===== src/rtl/core/bitmap_page_frame_allocator_core_assert.svh =====
// Assertion macros used by the page frame allocator core.
`ifndef BITMAP_PAGE_FRAME_ALLOCATOR_CORE_ASSERT_SVH
`define BITMAP_PAGE_FRAME_ALLOCATOR_CORE_ASSERT_SVH

`ifndef SYNTHESIS

`define BPFA_ASSERT_SAME(lbl, clk, rst, ante, cons) \
   lbl: assert property (@(posedge clk) disable iff (rst) (ante) |-> (cons)) \
      else $error("bpfa assertion failed");

`define BPFA_ASSERT_NEXT(lbl, clk, rst, ante, cons) \
   lbl: assert property (@(posedge clk) disable iff (rst) (ante) |=> (cons)) \
      else $error("bpfa assertion failed");

`else

`define BPFA_ASSERT_SAME(lbl, clk, rst, ante, cons)

`define BPFA_ASSERT_NEXT(lbl, clk, rst, ante, cons)

`endif

`endif


===== src/rtl/core/bpfa_pkg.sv =====
// Types and constants of the bitmap page frame allocator.
package bpfa_pkg;

   localparam int FUNC_W  = 3;
   localparam int PAGE_W  = 14;
   localparam int IPAGE_W = 15;
   localparam int CNT_W   = 15;
   localparam int STAT_W  = 2;

   localparam logic [FUNC_W-1:0] FUNC_REQUEST   = 3'd0;
   localparam logic [FUNC_W-1:0] FUNC_FREE      = 3'd1;
   localparam logic [FUNC_W-1:0] FUNC_LOCK      = 3'd2;
   localparam logic [FUNC_W-1:0] FUNC_RESERVE   = 3'd3;
   localparam logic [FUNC_W-1:0] FUNC_UNRESERVE = 3'd4;

   typedef enum logic [STAT_W-1:0] {
      STAT_DONE,
      STAT_ALREADY,
      STAT_RANGE,
      STAT_NO_FREE
   } status_type;

   typedef logic [CNT_W-1:0]   count_type;
   typedef logic [IPAGE_W-1:0] ipage_type;

   localparam count_type CNT_MAX     = '1;
   localparam count_type PAGES_RESET = 15'd16384;
   localparam int        IPAGE_SPAN  = 32768;

endpackage


===== src/rtl/core/bpfa_word_scan.sv =====
// First clear bit search in one bitmap word, bounded by the hint and the page limit.
module bpfa_word_scan #(
   parameter int LANE_BITS = 64
) (
   input  logic [LANE_BITS-1:0]                          word,
   input  logic [bpfa_pkg::IPAGE_W-$clog2(LANE_BITS)-1:0] word_num,
   input  bpfa_pkg::ipage_type                           hint,
   input  bpfa_pkg::ipage_type                           limit,
   output logic                                          found,
   output logic [$clog2(LANE_BITS)-1:0]                  pos,
   output logic [LANE_BITS-1:0]                          onehot
);

   import bpfa_pkg::*;

   localparam int LB_W = $clog2(LANE_BITS);

   logic [LB_W-1:0]      lo_off;
   logic [LB_W-1:0]      hi_off;
   logic                 cut;
   logic [LANE_BITS-1:0] allow;
   logic [LANE_BITS-1:0] cand;

   assign lo_off = (word_num == hint[IPAGE_W-1:LB_W]) ? hint[LB_W-1:0] : '0;
   assign cut    = (word_num == limit[IPAGE_W-1:LB_W]);
   assign hi_off = limit[LB_W-1:0];

   always_comb begin
      for (int b = 0; b < LANE_BITS; b++) begin
         allow[b] = (LB_W'(b) >= lo_off) && (!cut || (LB_W'(b) < hi_off));
      end
   end

   assign cand   = ~word & allow;
   assign onehot = cand & (~cand + 1'b1);
   assign found  = |cand;

   always_comb begin
      pos = '0;
      for (int b = 0; b < LANE_BITS; b++) begin
         pos = pos | (onehot[b] ? LB_W'(b) : '0);
      end
   end

endmodule


===== config.mk =====
export PLATFORM = sky130hd
export DESIGN_NAME = bpfa_word_scan
export DESIGN_NICKNAME = d
export VERILOG_FILES = /design/src/rtl/core/bitmap_page_frame_allocator_core_assert.svh /design/src/rtl/core/bpfa_pkg.sv /design/src/rtl/core/bpfa_word_scan.sv
export SDC_FILE = /design/constraint.sdc
export NUM_CORES = 1
export LEC_CHECK = 0
export ABC_CLOCK_PERIOD_IN_PS = 3350
export BUFFER_PORTS_ARGS = -buffer_cell sky130_fd_sc_hd__buf_2
export CAP_MARGIN = 15
export CORE_ASPECT_RATIO = 0.7
export CORE_MARGIN = 3
export CORE_UTILIZATION = 46
export DETAILED_ROUTE_END_ITERATION = 8
export PLACE_DENSITY = 0.8
export SYNTH_ARGS = -nofsm -noshare
export SYNTH_HDL_FRONTEND = slang
export SYNTH_SLANG_ARGS = --single-unit

===== constraint.sdc =====
create_clock -name vclk -period 3.35
set_clock_uncertainty 0.2 [all_clocks]
set_input_delay 0.1675 -clock vclk [all_inputs]
set_output_delay 0.1675 -clock vclk [all_outputs]
set_load 0.02 [all_outputs]

==> results of run 1 <==
## Yosys cell counts, drive strengths merged, types with 10 or more instances
library cell	n	area share
a21oi	40	0.051
a221oi	10	0.035
a31oi	12	0.018
a41oi	15	0.034
and2	14	0.021
and3	21	0.032
buf	26	0.041
clkbuf	24	0.022
inv	18	0.016
nand2	64	0.058
nand2b	10	0.015
nand3	28	0.041
nand4	16	0.024
nor2	61	0.055
nor3	36	0.050
nor4	31	0.057
o21ai	46	0.056
or2	11	0.017
or3	23	0.035
xor2	10	0.027
## cells by family after synthesis
group / share of synthesized area
XOR/XNOR: 0.0437
buffers and inverters: 0.0788
AND/OR/NAND/NOR: 0.503
AO/OA/AOI/OAI: 0.374
## stage by stage
| step | hold WS [ns] | setup TNS [ns] | instances | area [sq um] |
|---|---|---|---|---|
| after detailed placement | 0.546 | -27.16 | 1214 | 7550 |
| after floorplan | 0.282 | -2.72 | 658 | 4470 |
| after global placement | 0.533 | -14.78 | 1214 | 7550 |
==> flow_summary.json, run 1 <==
{
  "stop_stage": "clock tree synthesis",
  "yosys_warnings": 0,
  "cts_hold_buf": 0,
  "pin_count": 174,
  "cts_setup_buffers": 52,
  "port_buffers": 174,
  "ys_seq_area_frac": 0,
  "initial_core_util": 0.481,
  "dieWidth_um": 119,
  "cts_resized": 233,
  "syn_area_per_cell_sq_um": 6.27,
  "syn_inst": 658,
  "status": "aborted with a tool error",
  "synthesis.area_sq_um": 4130,
  "error": "[ERROR DPL-0038] Utilization greater than 100%, impossible to legalize",
  "num_rows": 28,
  "pre_cts_slack_ns": -0.965,
  "place_congestion": 1.35,
  "syn_nets": 761,
  "dp_hpwl_um": 25300,
  "die_y_um": 85.3,
  "synth.distinct_cells": 80
}
==> run 2: changes to the inputs <==
ABC_CLOCK_PERIOD_IN_PS = 4400   (was 3350)
CORE_ASPECT_RATIO = default   (was 0.7)
CORE_UTILIZATION = 40   (was 46)
PLACE_DENSITY = default   (was 0.8)
PLACE_DENSITY_LB_ADDON = 0.15   (was default)
clock period = 4.4 ns   (was 3.35 ns; I/O delays follow)
==> run 2 against run 1 <==
The run now ends clean. Synthesized cell count unchanged. Area after synthesis is the same.
==> flow_summary.json, run 2 <==
{
  "ys_top_cells_by_area": "nand2_1, nor2_1, o21ai_0",
  "synth_mux_area_frac": 0,
  "grt_max_degree": 20,
  "synth_compound_area_frac": 0.374,
  "drive_gt1_frac": 0.401,
  "finalHoldViolations": 0,
  "antenna_cells": 0,
  "min_path_type": "input pin to output pin",
  "initial_core_util": 0.417,
  "worst_slack_ns": 0.0121,
  "multi_input_area_sq_um": 3970,
  "clock_power_share": 0,
  "wire_per_inst_um": 23.0,
  "hold_slack_ns": 0.635,
  "nClkBuffers": 0,
  "antenna_found_initial": 0,
  "die_area_sq_um": 11600,
  "leakage_nw": 2.76,
  "cts_hold_buf": 0,
  "mostFrequentLayoutCell": "buf_2",
  "design.core.area_sq_um": 9910,
  "first_global_vias": 6413,
  "status": "complete, no violations",
  "synthAdderAreaFrac": 0,
  "max_slew_margin": 0.579,
  "synth.distinct_cells": 80,
  "path_class": "input pin to output pin",
  "p_int_mw": 0.182,
  "syn_inst": 658,
  "num-fill-cells": 971,
  "syn_area_per_cell_sq_um": 6.27,
  "grt_pass1_wl_um": 34800,
  "routed_wl_um": 24000,
  "critPathRequiredTime_ns": 3.98,
  "dieWidth_um": 108,
  "grt.total_usage": 0.384,
  "final_cell_mix": "buf_2, buf_4, nand2_1, nor2_1, o21ai_0",
  "ff_latch_area_sq_um": 0,
  "drv_cap": 0,
  "netSwitchingFraction": 0.603,
  "yosys-top-cells-count": "nand2_1, nor2_1, o21ai_0",
  "min_period_ns": 4.39,
  "num_rows": 36,
  "fin_crit_sh": 0.997,
  "yosys_warnings": 0,
  "synth_top_area_share": 0.0582,
  "flops_and_latches": 0,
  "routed_via_density": 6.72,
  "synth_top_family_by_area": "simple AND/OR/NAND/NOR gates",
  "drv_slew": 0,
  "synth-xor-area-share": 0.0436,
  "worst_pin_slew_ns": 0.623,
  "yosys.area.top_type": "nand2_1",
  "drt_iter0_drc": 959,
  "synth_most_common_cell": "nand2_1",
  "max_freq_ghz": 0.228,
  "crit_arrival_ns": 3.97,
  "power.switching_mw": 0.276,
  "die_y_um": 108,
  "p_comb_frac": 1.000,
  "ir_drop_uv": 77.8,
  "synthesis.area_sq_um": 4130,
  "via_count": 7020,
  "port_buffers": 174,
  "power_density_nw_per_um2": 75.3,
  "crit_path_start_kind": "input pin",
  "syn_nets": 761,
  "seqPwrFrac": 0,
  "area_growth_pct": 47.3,
  "route.detailed.drc": 0,
  "pin_count": 174,
  "place_congestion": 1.12,
  "firstDrtPassIters": 6,
  "crit_path_max_fanout": 14,
  "overflow": 0,
  "endpoint_kind": "output pin",
  "nets": 1017,
  "p_total_mw": 0.458,
  "postRouteAntennaNets": 0,
  "pre_cts_slack_ns": 0.00795,
  "setup_viol": 0,
  "ys_seq_area_frac": 0,
  "yosys.area_share.simple": 0.503,
  "dp_hpwl_um": 19900
}
-- run 2: cell counts after synthesis --
No cell type changed its count.
-- run 2: kinds of logic after synthesis --
kind of cell / Yosys count
buf+inv: 68
compound gates: 211
simple gates: 361
xor+xnor: 18
-- run 2: layout make-up --
cell class / count / share of cell area
inverters: 18 / 0.0111
repair buffers: 304 / 0.308
multi-input cells: 590 / 0.653
well taps: 133 / 0.0274
-- run 2: worst paths after layout --
check             cells after the start         end      from
setup / recovery                     13      pos[0]   hint[1]
hold / removal                        5  onehot[15]  word[15]
-- run 2: power by group through the flow --
stage                     Sequential, mW  Combinational [mW]  Clock, mW
after global routing                   0               0.483          0
after detailed placement               0               0.416          0
after CTS                              0               0.418          0
final                                  0               0.458          0
after global placement                 0               0.414          0
after floorplan                        0               0.221          0
-- run 2: metrics by stage --
stage	cell area, sq um	std cells	utilization	TNS (ns)
2_1_floorplan	4130	658	-	0
3_3_place_gp	5860	1038	0.591	0
3_5_place_dp	5860	1038	0.591	0
4_1_cts	5860	1038	0.591	0
5_1_grt	6080	1045	0.614	-0.589
6_report	6080	1045	0.614	0
-- run 2: critical path: stages --
cell       delay, ns
buf_2           0.26
nand2_1         0.21
a2111oi_1       0.46
and3_1          0.36
nor2_1          0.12
a32oi_2         0.35
nand4b_4        0.20
or3_1           0.46
or3_1           0.45
o41a_1          0.50
nand4_1         0.11
or3_1           0.11
buf_2           0.16
-- run 2: per-layer routing --
layer | up-vias | track usage | share of wire
met1 | 3217 | 0.512 | 0.38
li1 | 3106 | - | -
met3 | 103 | 0.0882 | 0.14
met2 | 594 | 0.593 | 0.43
met5 | - | 0 | 0
met4 | 0 | 0.159 | 0.056
-- run 2: timing repair --
| item | CTS | global route |
|---|---|---|
| gates resized for setup | 1 | 33 |
| pin swaps | 0 | 9 |
| endpoints found under the setup margin | 1 | 9 |
| buffers inserted | 0 | 7 |
No activity file was read; power rests on OpenSTA's default activity.
==> run 3: changes to the inputs <==
CORE_MARGIN = 4   (was 3)
PLACE_DENSITY = 0.77   (was default)
PLACE_DENSITY_LB_ADDON = default   (was 0.15)
SETUP_SLACK_MARGIN = 0.5   (was default)
==> run 3 against run 2 <==
Die area rose by 3.8%. Power rose by 30%. Setup slack improved by 0.15 ns. Global-route usage rose by 5.8 points. Largest cell class unchanged. Highest routed layer unchanged. The flow now finishes with violations (DRC). Count of clock-buffer cells in the layout did not move. Sequential cell count did not move.
==> flow_summary.json, run 3 (synthesis results as in run 2) <==
{
  "p_comb_frac": 1.000,
  "crit_path_start_kind": "input pin",
  "power.switching_mw": 0.347,
  "grt.total_usage": 0.443,
  "max_freq_ghz": 0.236,
  "num-fill-cells": 742,
  "initial_core_util": 0.417,
  "endpoint_kind": "output pin",
  "drive_gt1_frac": 0.550,
  "dp.cells": 1083,
  "cp_top_family": "simple AND/OR/NAND/NOR gates",
  "min_period_ns": 4.24,
  "holdPathStages": 5,
  "netSwitchingFraction": 0.581,
  "grt_max_degree": 25,
  "dpl_cell_area_sq_um": 6280,
  "route.detailed.drc": 4,
  "crit_top_cell": "buf_4",
  "worst_slack_ns": 0.157,
  "nets": 1115,
  "max_stage_delay_ns": 0.45,
  "crit_chain": "buf_2 -> xor2_4 -> nor3_4 -> buf_4 -> buf_6 -> nand3_1 -> o21ai_1 -> buf_4 -> nand3_2 -> buf_4 -> buf_4 -> nor4_1 -> o21ai_0 -> nor4_2 -> a2111oi_4 -> o2111ai_1 -> or4_4 -> buf_6",
  "flops_and_latches": 0,
  "status": "finished with violations",
  "multi_input_area_sq_um": 4750,
  "final_cell_mix": "buf_4, buf_2, nand2_1, nor2_1, o21ai_0",
  "path_class": "input pin to output pin",
  "p_int_mw": 0.250,
  "antenna_found_initial": 1,
  "ff_latch_area_sq_um": 0,
  "rsz0062_at_grt": "yes",
  "routed_via_density": 7.03,
  "cts_hold_buf": 0,
  "instances_no_fill": 1144,
  "setup_viol": 0,
  "die_y_um": 110,
  "via_count": 8039,
  "utilization": 0.787,
  "hold_slack_ns": 0.679,
  "drt_iter0_drc": 1657,
  "min_path_type": "input pin to output pin",
  "drv_slew": 0,
  "cp_num_buf_inv": 7,
  "nClkBuffers": 0,
  "p_total_mw": 0.597,
  "leakage_nw": 3.50,
  "first_global_vias": 7235,
  "design_area_sq_um": 7800,
  "critPathRequiredTime_ns": 3.98,
  "mostFrequentLayoutCell": "buf_4",
  "max_slew_margin": 0.500,
  "num_rows": 36,
  "crit_arrival_ns": 3.82,
  "die_area_sq_um": 12000,
  "grt_pass1_wl_um": 40700,
  "crit_path_top_delay_cell": "nor4_2",
  "crit_path_max_fanout": 10,
  "routed_wl_um": 29400,
  "area_growth_pct": 89.0,
  "postRouteAntennaNets": 0,
  "power_density_nw_per_um2": 76.5,
  "design.core.area_sq_um": 9910,
  "violations": "DRC",
  "overflow": 0,
  "firstDrtPassIters": 9,
  "fin_tns_setup_ns": 0,
  "pre_cts_slack_ns": -0.288,
  "fin_crit_sh": 0.964,
  "finalHoldViolations": 0,
  "dieWidth_um": 110,
  "ir_drop_uv": 97.4,
  "dp_hpwl_um": 20700,
  "place_congestion": 1.12,
  "seqPwrFrac": 0,
  "port_buffers": 174,
  "wire_per_inst_um": 25.7,
  "path_depth": 18,
  "pin_count": 174,
  "worst_pin_slew_ns": 0.739,
  "clock_power_share": 0,
  "drv_cap": 0
}
-- run 3: cell count changes in the layout (fill, tap and decap cells not counted), moves of 9 or more --
cell,delta
buf_4,+82
buf_6,+34
buf_2,-22
or3_1,-14
or3_4,+14
nor2_1,-10
nor3_1,-9
nor4_1,-9
-- run 3: metal layers --
layer / global-route usage / part of all wire
met1: 0.556 / 0.35
met2: 0.680 / 0.41
met3: 0.160 / 0.17
met4: 0.189 / 0.077
met5: 0 / 0
-- run 3: final cells by class --
| class | count | area share |
|---|---|---|
| antenna | 1 | 0.000321 |
| multi-input combinational | 591 | 0.609 |
| timing repair buffer | 401 | 0.360 |
| inverter | 18 | 0.00866 |
| tap | 133 | 0.0213 |
-- run 3: power groups by stage --
stage	logic [mW]	registers, mW	clock network [mW]
2_1_floorplan	0.222	0	0
3_3_place_gp	0.440	0	0
3_5_place_dp	0.441	0	0
4_1_cts	0.519	0	0
5_1_grt	0.615	0	0.0000000304
6_report	0.597	0	0.0000000304
-- run 3: repair_timing --
action                     in CTS  in global routing
hold endpoints to repair        0                  0
buffers inserted               37                 22
setup endpoints to repair      45                 30
cloned                          1                  0
resized for setup             136                 88
pin swaps                      49                 36
-- run 3: path summary, 6_finish.rpt --
check,from,slack (ns),to
max,limit[10],0.16,pos[4]
min,word[22],0.68,onehot[22]
